[src/hw/rtl/kftl_pkg.sv]
// Package with shared types, constants and command structs for the keyframe time locator.
package kftl_pkg;

    localparam int MAX_KEYS_DEF = 64;
    localparam int TW = 32;

    localparam logic [1:0] REG_START = 2'd0;
    localparam logic [1:0] REG_RATE  = 2'd1;
    localparam logic [1:0] REG_LOOP  = 2'd2;
    localparam logic [1:0] REG_COUNT = 2'd3;

    localparam logic OP_WRITE  = 1'b0;
    localparam logic OP_SAMPLE = 1'b1;

    typedef struct packed {
        logic               opcode;
        logic [5:0]         key_slot;
        logic signed [31:0] key_time;
        logic signed [31:0] global_time;
    } in_item_t;

    typedef struct packed {
        logic [5:0]         span_index;
        logic [16:0]        interpolant;
        logic signed [31:0] local_time;
        logic               error;
    } out_item_t;

    // Commands from the controller to the datapath.
    typedef struct packed {
        logic load;       // capture input item, start reading key 0
        logic rd_last;    // issue read of last key
        logic cap_first;  // capture first key
        logic cap_last;   // capture last key, compute duration
        logic mul;        // register product
        logic scale;      // compute local time
        logic div_start;  // start a division
        logic div_step;   // one restoring division step
        logic wrap_done;  // take remainder as local time, clamp range
        logic srch_rd;    // read key k+1
        logic srch_cmp;   // compare t with key k+1
        logic span_rd;    // read key k
        logic span_cap;   // latch simple interpolant, set up interpolant divide
        logic frac_done;  // finalize interpolant
        logic err_out;    // produce error result
        logic wr_out;     // produce zero result of write item
    } cmd_t;

    typedef struct packed {
        logic is_write;
        logic n_small;
        logic dur_bad;
        logic need_wrap;
        logic srch_more;
        logic frac_simple;
        logic div_last;
    } stat_t;

endpackage

[src/hw/rtl/kftl_ctrl.sv]
// Controller state machine of the keyframe time locator.
module kftl_ctrl (
    input  logic            clk,
    input  logic            rst_n,
    input  logic            in_valid,
    output logic            in_ready,
    output logic            out_valid,
    input  logic            out_ready,
    input  kftl_pkg::stat_t stat,
    output kftl_pkg::cmd_t  cmd
);
    import kftl_pkg::*;

    typedef enum logic [15:0] {
        S_IDLE  = 16'd1,
        S_DEC   = 16'd2,
        S_CAPL  = 16'd4,
        S_MUL   = 16'd8,
        S_SCALE = 16'd16,
        S_WDIV  = 16'd32,
        S_WSTEP = 16'd64,
        S_WFIN  = 16'd128,
        S_SRD   = 16'd256,
        S_SCMP  = 16'd512,
        S_PRD   = 16'd1024,
        S_PCAP  = 16'd2048,
        S_FFIN  = 16'd4096,
        S_FSTEP = 16'd8192,
        S_FDONE = 16'd16384,
        S_OUT   = 16'd32768
    } state_t;

    state_t state_reg, state_next;
    logic   ov_reg, ov_next;

    // A new beat is taken once the previous result has left or is leaving.
    assign in_ready  = (state_reg == S_IDLE) && (!ov_reg || out_ready);
    assign out_valid = ov_reg;

    always_comb
    begin
        state_next = state_reg;
        ov_next = ov_reg;
        cmd = '0;
        if (ov_reg && out_ready)
            ov_next = 1'b0;
        unique case (state_reg)
            S_IDLE:
            begin
                if (in_valid && in_ready)
                    state_next = S_DEC;
                cmd.load = in_valid && in_ready;
            end
            S_DEC:
            begin
                if (stat.is_write)
                begin
                    cmd.wr_out = 1'b1;
                    state_next = S_OUT;
                end
                else if (stat.n_small)
                begin
                    cmd.err_out = 1'b1;
                    state_next = S_OUT;
                end
                else
                begin
                    // Key 0 is on the read port now; the read of the last key is issued here.
                    cmd.cap_first = 1'b1;
                    cmd.rd_last = 1'b1;
                    state_next = S_CAPL;
                end
            end
            S_CAPL:  begin cmd.cap_last = 1'b1; state_next = S_MUL; end
            S_MUL:
            begin
                if (stat.dur_bad)
                begin
                    cmd.err_out = 1'b1;
                    state_next = S_OUT;
                end
                else
                begin
                    cmd.mul = 1'b1;
                    state_next = S_SCALE;
                end
            end
            S_SCALE: begin cmd.scale = 1'b1; state_next = S_WDIV; end
            S_WDIV:
            begin
                if (stat.need_wrap)
                begin
                    cmd.div_start = 1'b1;
                    state_next = S_WSTEP;
                end
                else
                    state_next = S_WFIN;
            end
            S_WSTEP:
            begin
                cmd.div_step = 1'b1;
                if (stat.div_last)
                    state_next = S_WFIN;
            end
            S_WFIN:  begin cmd.wrap_done = 1'b1; state_next = S_SRD; end
            S_SRD:   begin cmd.srch_rd = 1'b1; state_next = S_SCMP; end
            S_SCMP:
            begin
                cmd.srch_cmp = 1'b1;
                state_next = stat.srch_more ? S_SRD : S_PRD;
            end
            S_PRD:   begin cmd.span_rd = 1'b1; state_next = S_PCAP; end
            S_PCAP:
            begin
                cmd.srch_rd = 1'b1;
                state_next = S_FFIN;
            end
            S_FFIN:
            begin
                cmd.span_cap = 1'b1;
                if (stat.frac_simple)
                    state_next = S_FDONE;
                else
                begin
                    cmd.div_start = 1'b1;
                    state_next = S_FSTEP;
                end
            end
            S_FSTEP:
            begin
                cmd.div_step = 1'b1;
                if (stat.div_last)
                    state_next = S_FDONE;
            end
            S_FDONE: begin cmd.frac_done = 1'b1; state_next = S_OUT; end
            S_OUT:
            begin
                if (!ov_reg || out_ready)
                begin
                    ov_next = 1'b1;
                    state_next = S_IDLE;
                end
            end
            default: state_next = S_IDLE;
        endcase
    end

    always_ff @(posedge clk or negedge rst_n)
    begin
        if (!rst_n)
        begin
            state_reg <= S_IDLE;
            ov_reg <= 1'b0;
        end
        else
        begin
            state_reg <= state_next;
            ov_reg <= ov_next;
        end
    end
endmodule

[config.mk]
export PLATFORM = sky130hd
export DESIGN_NAME = kftl_ctrl
export DESIGN_NICKNAME = d
export VERILOG_FILES = /design/src/hw/rtl/kftl_pkg.sv /design/src/hw/rtl/kftl_ctrl.sv
export SDC_FILE = /design/constraint.sdc
export NUM_CORES = 1
export LEC_CHECK = 0
export ABC_AREA = 1
export BUFFER_PORTS_ARGS = -buffer_cell sky130_fd_sc_hd__buf_2
export CORE_AREA = 5 5 60 62
export DETAILED_ROUTE_END_ITERATION = 12
export DIE_AREA = 0 0 65 67
export PLACE_DENSITY = 0.6
export RECOVER_POWER = 50
export SLEW_MARGIN = 5
export SYNTH_ARGS = -nofsm -noshare
export SYNTH_HDL_FRONTEND = slang
export SYNTH_SLANG_ARGS = --single-unit
[constraint.sdc]
create_clock -name clk -period 1.8 [get_ports clk]
set_input_delay 0.36 -clock clk [delete_from_list [all_inputs] [get_ports clk]]
set_output_delay 0.36 -clock clk [all_outputs]
set_load 0.1 [all_outputs]
==> results of run 1 <==
stage by stage:
stage	cell area, sq um	power (mW)	setup slack (ns)
after floorplan	1310	1.23	-0.701
after global placement	1880	1.57	-0.0518
after detailed placement	1880	1.59	-0.115
after CTS	2190	2.00	-0.355
after global routing	2290	2.21	-0.467
final	2290	2.12	-0.426
cell usage in the layout (no fill, tap or decap), types with 2 or more instances in the layout:
cell type / n
nand3_1: 12
inv_1: 19
buf_12: 17
nor3_4: 3
clkbuf_1: 2
clkinvlp_4: 3
nor2_1: 26
buf_2: 11
a21oi_1: 2
dfrtp_1: 14
o21ai_0: 8
nand2_2: 7
buf_6: 12
nor2_4: 22
buf_4: 33
dfrtp_2: 2
nand2_1: 24
nand2_4: 12
clkbuf_4: 3
nor3_1: 3
cells by family after synthesis:
logic type | count (synthesis) | share of synthesized area [%]
AND/OR/NAND/NOR | 118 | 46.7
flip-flops | 17 | 37.9
buffers and inverters | 27 | 10.3
AO/OA/AOI/OAI | 11 | 5.11
layer usage:
| layer | up-vias | GRT usage (%) | part of all wire, % |
|---|---|---|---|
| met1 | 660 | 20.1 | 38 |
| met2 | 32 | 34.5 | 57 |
| met3 | 7 | 2.02 | 3.4 |
| met4 | 0 | 8.18 | 1.6 |
| li1 | 690 | - | - |
| met5 | - | 0 | 0 |
critical path, stage by stage (launching register included):
cell and delay, ns:
dfrtp_1 0.43, nor2_4 0.16, nand2_4 0.07, nor2_4 0.16, nand2_4 0.08, nor2_4 0.13, inv_4 0.06, nor3_4 0.24
buf_12 0.22
final timing paths:
check,from,cells after the start,slack (ns),to
worst max-delay path,state_reg[12],8,-0.43,cmd[14]
worst min-delay path,stat[2],2,0.20,state_reg[10]
worst max register to register,state_reg[12],14,-0.18,state_reg[15]
worst min register to register,out_valid,2,0.56,out_valid
max in group asynchronous,rst_n,2,0.40,out_valid
min in group asynchronous,rst_n,2,0.72,state_reg[9]
repair_timing:
| item | in CTS | in global routing |
|---|---|---|
| setup buffers | 18 | 8 |
| gates resized for setup | 40 | 14 |
| setup endpoints to repair | 17 | 18 |
| hold endpoints to repair | 16 | 0 |
| cloned | 1 | 0 |
| pin swaps | 18 | 14 |
| hold buffers | 1 | 0 |
synthesized netlist by cell type (all sizes together):
master and number:
nand3 13, or2 2, o211ai 1, nor2 49, dfstp 1, nor4 2
o21ai 8, buf 3, inv 24, nand4 2, a21oi 2, dfrtp 16
nor3 6, nand2 44
report_power, final:
group | leakage (nW) | switching, mW | internal (mW) | total [mW]
clock | 0.0150 | 0.141 | 0.0866 | 0.227
sequential | 0.230 | 0.0380 | 0.426 | 0.464
combinational | 0.913 | 0.872 | 0.553 | 1.42
final cells by class:
type	instances	area share, %
tap	33	1.81
sequential	17	18.8
timing repair buffer	75	34.6
multi-input combinational	129	39.1
inverter	24	4.54
clock buffer	4	1.15
==> key figures, run 1 <==
Outcome
  – Status: complete, but fails checks
  – Failing checks: setup timing

STA
  – Final worst path period need: around 2.2 ns
  – Fmax: between 0.4 and 0.5 GHz
  – Final setup violation count: 18
  – Setup TNS Final: -5.71 ns
  – Hold Vio Cnt, Final: 0
  – RSZ-0062 raised after global routing: yes
  – Worst hold slack: 0.199 ns
  – Worst Tran Pin Value: around 1 ns
  – Fin Clk Skew: between 0.008 and 0.009 ns
  – Slew Viols, Final: 0
  – Setup ws final: -0.426 ns
  – Slew margin rel.: roughly a third
  – Tcrit/Tclk final: 124%

Worst setup path
  – Max FO, Critical Path: 3
  – Endpoint class of the critical path: output port
  – Kind of critical path: flop to output port
  – CP Launch Type: flop
  – Worst path required time: about 1.4 ns
  – Critical path arrival: approximately 1.9 ns

Drt
  – Drt pass-1 iters: 4
  – Vias per std cell: 4.93
  – Total Wirelength: between 4 and 5 mm
  – Post-route DRC: 0
  – WL/cell: approximately 15 um
  – Detailed Route Iter0 Violations: 38
  – Total number of vias: between 1,000 and 1,500
  – Final ANT Viol Nets: 0

Power
  – Leakage: roughly 1.2 nW
  – Pwr per Cell Area: about 900 nW/um^2
  – VDD IR max: ~0.63 mV

Yosys
  – Synth top area share: 35.6%
  – YS warnings: 0
  – Synth Net Count: ~180
  – Syn_area_per_cell: between 6 and 7 sq um
  – Yosys top cell by area: dfrtp_1
  – Register bit total from synthesis: 17
  – Yosys cell types: 21
  – Post-synthesis sequential area ratio: around 38%
  – Mapped cell area: between 1000 and 1500 sq um
  – Area contributors post-synth: dfrtp_1, nor2_1, nand2_1
  – Synth Instances: 173

CTS
  – Clk_lat worst skew: around 0.31 ns
  – Root buffer cell: clkbuf_4
  – CTS tree: built
  – Worst-path clk slew: between 0.1 and 0.15 ns
  – Max H-tree Level: 1
  – CTS max path bufs: 2
  – Clock Sinks: 17
  – CTS Buf Count: 3

Flow run
  – Max-cap violations: 0

Final layout
  – Final std cells w/o fill: between 200 and 300
  – Max reg flops: 16
  – Multi-input logic area: 893 sq um
  – Antenna diodes: 0
  – Fill count: 211
  – Area Overhead vs Synth: 103%
  – FF+latch area: between 400 and 500 sq um
  – # nets final: about 260
  – Layout cell share with drive strength beyond 1: around 54%
  – Post-layout util: approximately three quarters

Placement
  – Final GP Congestion: between 0.7 and 0.8
  – Post-DP HPWL: ~2.6 mm
  – I/O Buffers: 28
  – Placed insts: roughly 250

Global route
  – Initial antenna violation count: 0
  – Vias in the first global route: between 1,000 and 1,500
  – Largest net degree at the start of global routing: 18
  – GRT overflow: 0
  – GRT Total Usage: between 15 and 20%
  – First-pass GRT wire length: 6.03 mm

Die
  – Die height: roughly 67 um
  – Die Area: around 4400 sq um
  – Die width: roughly 65 um
  – Core area: approximately 3000 sq um
  – I/O pin cnt: 29
  – Initial core utilization: 37.8%
  – Std-Cell Rows: 20

Hold path
  – HP Class: primary input to flop
Power figures use the tool's default switching activity.
==> inputs of run 2 (changes only) <==
--- a/config.mk
+++ b/config.mk
@@ -10,7 +10,7 @@
 export CORE_AREA = 5 5 60 62
 export DETAILED_ROUTE_END_ITERATION = 12
 export DIE_AREA = 0 0 65 67
-export PLACE_DENSITY = 0.6
+export PLACE_DENSITY = 0.69
 export RECOVER_POWER = 50
 export SLEW_MARGIN = 5
 export SYNTH_ARGS = -nofsm -noshare
==> run 2 against run 1 <==
Compared with the run above:
- the flow still finishes with violations (setup timing)
- via count decreased by 2.4%
- cell count decreased by 1.4%
- largest power group unchanged
- routed wire length decreased by 17%
- worst setup slack improved by 0.035 ns
- sequential share of layout area increased by 0.68 points
- die area unchanged
- hold slack got worse by 0.0066 ns
- sequential power about the same
- highest routed layer unchanged
- power decreased by 7.6%
==> key figures, run 2 (synthesized netlist as in run 1, its figures left out) <==
Worst setup path
  – R2r worst-path depth: 14 (unchanged)
  – Max FO, Critical Path: 4 (+1)
  – Endpoint class of the critical path: output port
  – Kind of critical path: flop to output port
  – Critical path arrival: 1.83 ns (-0.04 ns)
  – Worst path required time: 1.44 ns (about the same)
  – CP Launch Type: flop

Outcome
  – Status: complete, but fails checks
  – Failing checks: setup timing

Power
  – Internal power: 0.972 mW (-8.8%)
  – Pwr per Cell Area: 889 nW/um^2 (-3.9%)
  – Clk network pwr share: 11.1% (+0.4 points)
  – Sequential Power Share: 23.8% (+1.9 points)
  – Switching power total: 0.984 mW (-6.3%)
  – Leakage: 1.12 nW (-3.3%)
  – VDD IR max: 0.796 mV (+26%)
  – Comb pwr share: 65.1% (-2.2 points)
  – Sw Ratio: 50.3% (+0.68 points)

Drt
  – Detailed Route Iter0 Violations: 40 (+5.3%)
  – Drt pass-1 iters: 4 (unchanged)
  – Post-route DRC: 0 (unchanged)
  – Total Wirelength: 3.45 mm (-17%)
  – Final ANT Viol Nets: 0 (unchanged)
  – Vias per std cell: 4.87 (-1.0%)
  – WL/cell: 12.4 um (-16%)
  – Total number of vias: 1,355 (-2.4%)

STA
  – Tcrit/Tclk final: 122% (-1.9 points)
  – Slew margin rel.: 34.6% (+1.4 points)
  – Slew Viols, Final: 0 (unchanged)
  – Fin Clk Skew: 0.00466 ns (-0.00410 ns)
  – Hold Vio Cnt, Final: 0 (unchanged)
  – Setup ws final: -0.391 ns (+0.0348 ns)
  – Fmax: 0.456 GHz (+1.6%)
  – Worst Tran Pin Value: 0.981 ns (-0.0208 ns)
  – Final worst path period need: 2.19 ns (-0.0348 ns)
  – Worst hold slack: 0.192 ns (-0.00660 ns)
  – RSZ-0062 raised after global routing: yes
  – Final setup violation count: 18 (unchanged)

Global route
  – GRT overflow: 0 (unchanged)
  – Vias in the first global route: 1,351 (-1.7%)
  – Initial antenna violation count: 0 (unchanged)
  – GRT Total Usage: 17.2% (-0.99 points)
  – Largest net degree at the start of global routing: 18 (unchanged)
  – First-pass GRT wire length: 5.65 mm (-6.3%)

CTS
  – Clock Sinks: 17 (unchanged)
  – CTS max path bufs: 2 (unchanged)
  – Max H-tree Level: 1 (unchanged)
  – CTS tree: built
  – Clk_lat worst skew: 0.31 ns (about the same)
  – Root buffer cell: clkbuf_4
  – Worst-path clk slew: 0.10 ns (-0.02 ns)
  – CTS Buf Count: 3 (unchanged)

Final layout
  – Final Cell Area: 2200 sq um (-3.8%)
  – Layout cell share with drive strength beyond 1: 52.2% (-1.6 points)
  – Antenna diodes: 0 (unchanged)
  – Fill count: 210 (-0.47%)
  – Commonest cells after routing, fill and taps aside: buf_4, nor2_1, nand2_1
  – Commonest non-fill, non-tap cell in the layout: buf_4
  – Max reg flops: 16 (unchanged)
  – # nets final: 257 (-1.5%)
  – Area Overhead vs Synth: 95.3%

Die
  – Die width: 65 um (unchanged)
  – Initial core utilization: 37.8% (unchanged)
  – Die Area: 4360 sq um (unchanged)
  – Core area: 2980 sq um (unchanged)
  – Die height: 67 um (unchanged)
  – I/O pin cnt: 29 (unchanged)
  – Std-Cell Rows: 20 (unchanged)

Placement
  – Final GP Congestion: 0.884 (+13%)
  – Post-DP HPWL: 2.44 mm (-6.5%)
  – DP Area: 1890 sq um (+0.80%)
  – I/O Buffers: 28 (unchanged)

Hold path
  – Hold Path Cell Cnt: 2 (unchanged)
  – HP Class: primary input to flop

Flow run
  – Max-cap violations: 0 (unchanged)
run 2: changes by cell type in the layout (fill, tap and decap cells not counted), moves of 2 or more:
cell	before	now
buf_4	33	37
buf_6	12	4
nor2_2	1	5
nand2_4	12	10
nor2_4	22	18
nand2_1	24	26
run 2: power groups by stage:
| stage | sequential [mW] | combinational, mW | clock [mW] |
|---|---|---|---|
| final | 0.466 | 1.27 | 0.217 |
| after global routing | 0.469 | 1.36 | 0.240 |
| after CTS | 0.454 | 1.23 | 0.222 |
| after detailed placement | 0.461 | 1.14 | 0 |
| after global placement | 0.460 | 1.13 | 0 |
| after floorplan | 0.493 | 0.735 | 0 |
run 2: metrics by stage:
stage / setup TNS (ns) / setup slack, ns / power, mW / cells / util [%]
detailed placement: -0.454 / -0.113 / 1.60 / 255 / 63.5
global placement: -0.178 / -0.0587 / 1.59 / 255 / 63.5
floorplan: -3.77 / -0.701 / 1.23 / 173 / -
CTS: -5.24 / -0.392 / 1.90 / 273 / 69.8
global route: -6.70 / -0.476 / 2.07 / 278 / 73.9
finish: -5.38 / -0.391 / 1.96 / 278 / 73.9
run 2: final cells by class:
type	instances	area, sq um	area share, %
clock buffer	3	22.5	1.02
clock inverter	1	5.00	0.228
inverter	24	101	4.61
multi-input combinational	129	870	39.5
sequential	17	428	19.5
tap	33	41.3	1.88
timing repair buffer	71	732	33.3
run 2: what timing repair did:
item	4_1_cts	5_1_grt
pin swaps	12	14
gates resized for setup	16	20
buffers inserted	12	6
endpoints found under the setup margin	17	19
gates cloned	1	0
hold buffers	1	0
hold endpoints to repair	16	0
run 2: final timing paths:
| path | startpoint | end | slack (ns) |
|---|---|---|---|
| setup / recovery | state_reg[9] | cmd[14] | -0.39 |
| hold / removal | stat[2] | state_reg[10] | 0.19 |
| setup reg to reg | state_reg[9] | state_reg[15] | -0.33 |
| hold reg to reg | out_valid | out_valid | 0.60 |
| max in group asynchronous | rst_n | out_valid | 0.43 |
| min in group asynchronous | rst_n | state_reg[11] | 0.71 |
run 2: critical path: stages (launching register included):
cell and delay, ns:
dfrtp_1 0.40, nor2_2 0.15, nand2_2 0.10, nor2_4 0.19
nand2_4 0.08, nor2_4 0.11, inv_2 0.06, nor3_4 0.21
buf_12 0.21
run 2: metal layers:
metal	track usage, %	wire, um	part of all wire (%)
met5	0	0	0
met4	11.1	105	3.0
met3	4.72	154	4.5
met2	30.1	1870	54
met1	18.0	1320	38
==> inputs of run 3 (changes only) <==
--- a/config.mk
+++ b/config.mk
@@ -12,6 +12,7 @@
 export DIE_AREA = 0 0 65 67
 export PLACE_DENSITY = 0.69
 export RECOVER_POWER = 50
+export REMOVE_ABC_BUFFERS = 1
 export SLEW_MARGIN = 5
 export SYNTH_ARGS = -nofsm -noshare
 export SYNTH_HDL_FRONTEND = slang
==> run 3 against run 2 <==
Compared with the run above:
- the run still ends with setup timing left
- design area rose by 5.6%
- clock skew rose by 0.0010 ns
- power rose by 9.3%
- worst setup slack got worse by 0.012 ns
- fmax fell by 0.53%
- sequential power fell by 3%
- first-iteration DRC count rose by 15%
- critical endpoint is now cmd[9]
- largest cell class is now buffers
==> key figures, run 3 (synthesized netlist as in run 1, its figures left out) <==
Outcome
  – Status: complete, but fails checks
  – Failing checks: setup timing

CTS
  – Clock Sinks: 17 (unchanged)
  – Worst-path clk slew: 0.11 ns (about the same)
  – Max H-tree Level: 1 (unchanged)
  – CTS Buf Count: 3 (unchanged)
  – Clk_lat worst skew: 0.30 ns (about the same)
  – CTS tree: built
  – CTS max path bufs: 2 (unchanged)
  – Root buffer cell: clkbuf_4

Die
  – Core area: 2980 sq um (unchanged)
  – Die width: 65 um (unchanged)
  – Std-Cell Rows: 20 (unchanged)
  – Die Area: 4360 sq um (unchanged)
  – Initial core utilization: 37.8% (unchanged)
  – I/O pin cnt: 29 (unchanged)
  – Die height: 67 um (unchanged)

Power
  – Pwr Total: 2.14 mW (+9.3%)
  – Leakage: 1.21 nW (+8.3%)
  – Pwr per Cell Area: 921 nW/um^2 (+3.5%)
  – VDD IR max: 1.23 mV (+55%)

Drt
  – WL/cell: 14.3 um (+15%)
  – Drt pass-1 iters: 4 (unchanged)
  – Total number of vias: 1,470 (+8.5%)
  – Post-route DRC: 0 (unchanged)
  – Total Wirelength: 4.19 mm (+21%)
  – Final ANT Viol Nets: 0 (unchanged)
  – Vias per std cell: 5.02 (+2.9%)
  – Detailed Route Iter0 Violations: 46 (+15%)

Placement
  – DP Area: 1770 sq um (-6.4%)
  – Post-Place Setup Slack: -0.186 ns (-0.0724 ns)
  – I/O Buffers: 28 (unchanged)
  – Post-DP HPWL: 2.44 mm (+0.21%)
  – Final GP Congestion: 0.846 (-4.3%)

Final layout
  – Max reg flops: 16 (unchanged)
  – # nets final: 272 (+5.8%)
  – Area Overhead vs Synth: 106%
  – Commonest non-fill, non-tap cell in the layout: buf_4
  – Final Cell Area: 2320 sq um (+5.6%)
  – Post-layout util: 78.0% (+4.1 points)
  – Antenna diodes: 0 (unchanged)
  – Commonest cells after routing, fill and taps aside: buf_4, nand2_1, nor2_1
  – Layout cell share with drive strength beyond 1: 55.0% (+2.8 points)

Global route
  – GRT Total Usage: 19.6% (+2.4 points)
  – First-pass GRT wire length: 6.44 mm (+14%)
  – GRT overflow: 0 (unchanged)
  – Initial antenna violation count: 0 (unchanged)
  – Largest net degree at the start of global routing: 18 (unchanged)
  – Vias in the first global route: 1,480 (+9.5%)

STA
  – Setup ws final: -0.403 ns (-0.0117 ns)
  – RSZ-0062 raised after global routing: yes
  – Fmax: 0.454 GHz (-0.53%)
  – Fin Clk Skew: 0.00569 ns (+0.00103 ns)
  – Tcrit/Tclk final: 122% (+0.65 points)
  – Final worst path period need: 2.20 ns (+0.0117 ns)
  – Worst Tran Pin Value: 0.966 ns (-0.0153 ns)
  – Slew Viols, Final: 0 (unchanged)
  – Slew margin rel.: 35.6% (+1.0 points)
  – Worst hold slack: 0.214 ns (+0.0217 ns)
  – Final setup violation count: 17 (-1)
  – Hold Vio Cnt, Final: 0 (unchanged)

Flow run
  – Max-cap violations: 0 (unchanged)

Worst setup path
  – Crit-path slowest cell: dfrtp_1
  – Endpoint class of the critical path: output port
  – Largest stage delay on the critical path: 0.41 ns (about the same)
  – Kind of critical path: flop to output port
  – Max FO, Critical Path: 7 (+3)
  – Worst path required time: 1.44 ns (about the same)
  – CP Launch Type: flop
  – CP Cell Sequence: nor2_2 > nand2_4 > inv_1 > nand4_2 > inv_1 > nand2_1 > nand2_4 > buf_12
  – Critical path arrival: 1.84 ns (about the same)

Hold path
  – HP Class: primary input to flop
[run 3: cell count changes in the layout (fill, tap and decap cells not counted), moves of 2 or more]
cell,before,now
inv_2,1,4
nor2_1,26,24
nor3_2,0,3
nor3_4,3,0
buf_6,4,13
buf_4,37,43
clkinvlp_4,3,0
[run 3: report_power, final]
| part | internal [mW] | switching, mW |
|---|---|---|
| combinational | 0.577 | 0.889 |
| clock | 0.0865 | 0.132 |
| sequential | 0.425 | 0.0292 |
[run 3: layout make-up]
cell class / instances / area, sq um
multi-input cells: 129 / 857
clock buffers: 4 / 26.3
flip-flops and latches: 17 / 427
repair buffers: 86 / 878
inverters: 24 / 92.6
well taps: 33 / 41.3
fillers: 195 / 656
[run 3: layer usage]
metal	global-route usage [%]	up-vias	part of all wire, %
met2	38.1	50	54
met5	0	-	0
met1	20.1	687	37
li1	-	715	-
met4	6.86	0	3.0
met3	4.89	18	5.3
[run 3: worst paths after layout]
check,slack [ns],start,endpoint,depth (start not counted)
max,-0.40,state_reg[2],cmd[9],8
min,0.21,stat[2],state_reg[10],2
max reg2reg,0.11,state_reg[0],state_reg[7],10
min reg2reg,0.56,out_valid,out_valid,2
max in group asynchronous,0.50,rst_n,state_reg[13],2
min in group asynchronous,0.72,rst_n,state_reg[7],2
[run 3: critical path: cells and delay by family, from the launching register on]
kind / cells / cell delay (ns)
buf+inv: 3 / 0.45
simple gates: 5 / 0.67
flops: 1 / 0.41
[run 3: metrics by stage]
stage          std cells  TNS, ns
2_1_floorplan        170   -19.54
6_report             293    -5.05
4_1_cts              288    -4.30
3_5_place_dp         262   -0.897
5_1_grt              293    -6.56
3_3_place_gp         262   -0.387
[run 3: repair_timing]
item,CTS,global route
setup buffers,21,9
setup endpoints to repair,17,18
pin swaps,24,15
hold buffers,1,0
gates cloned,1,0
hold endpoints to repair,16,0
resized for setup,64,25
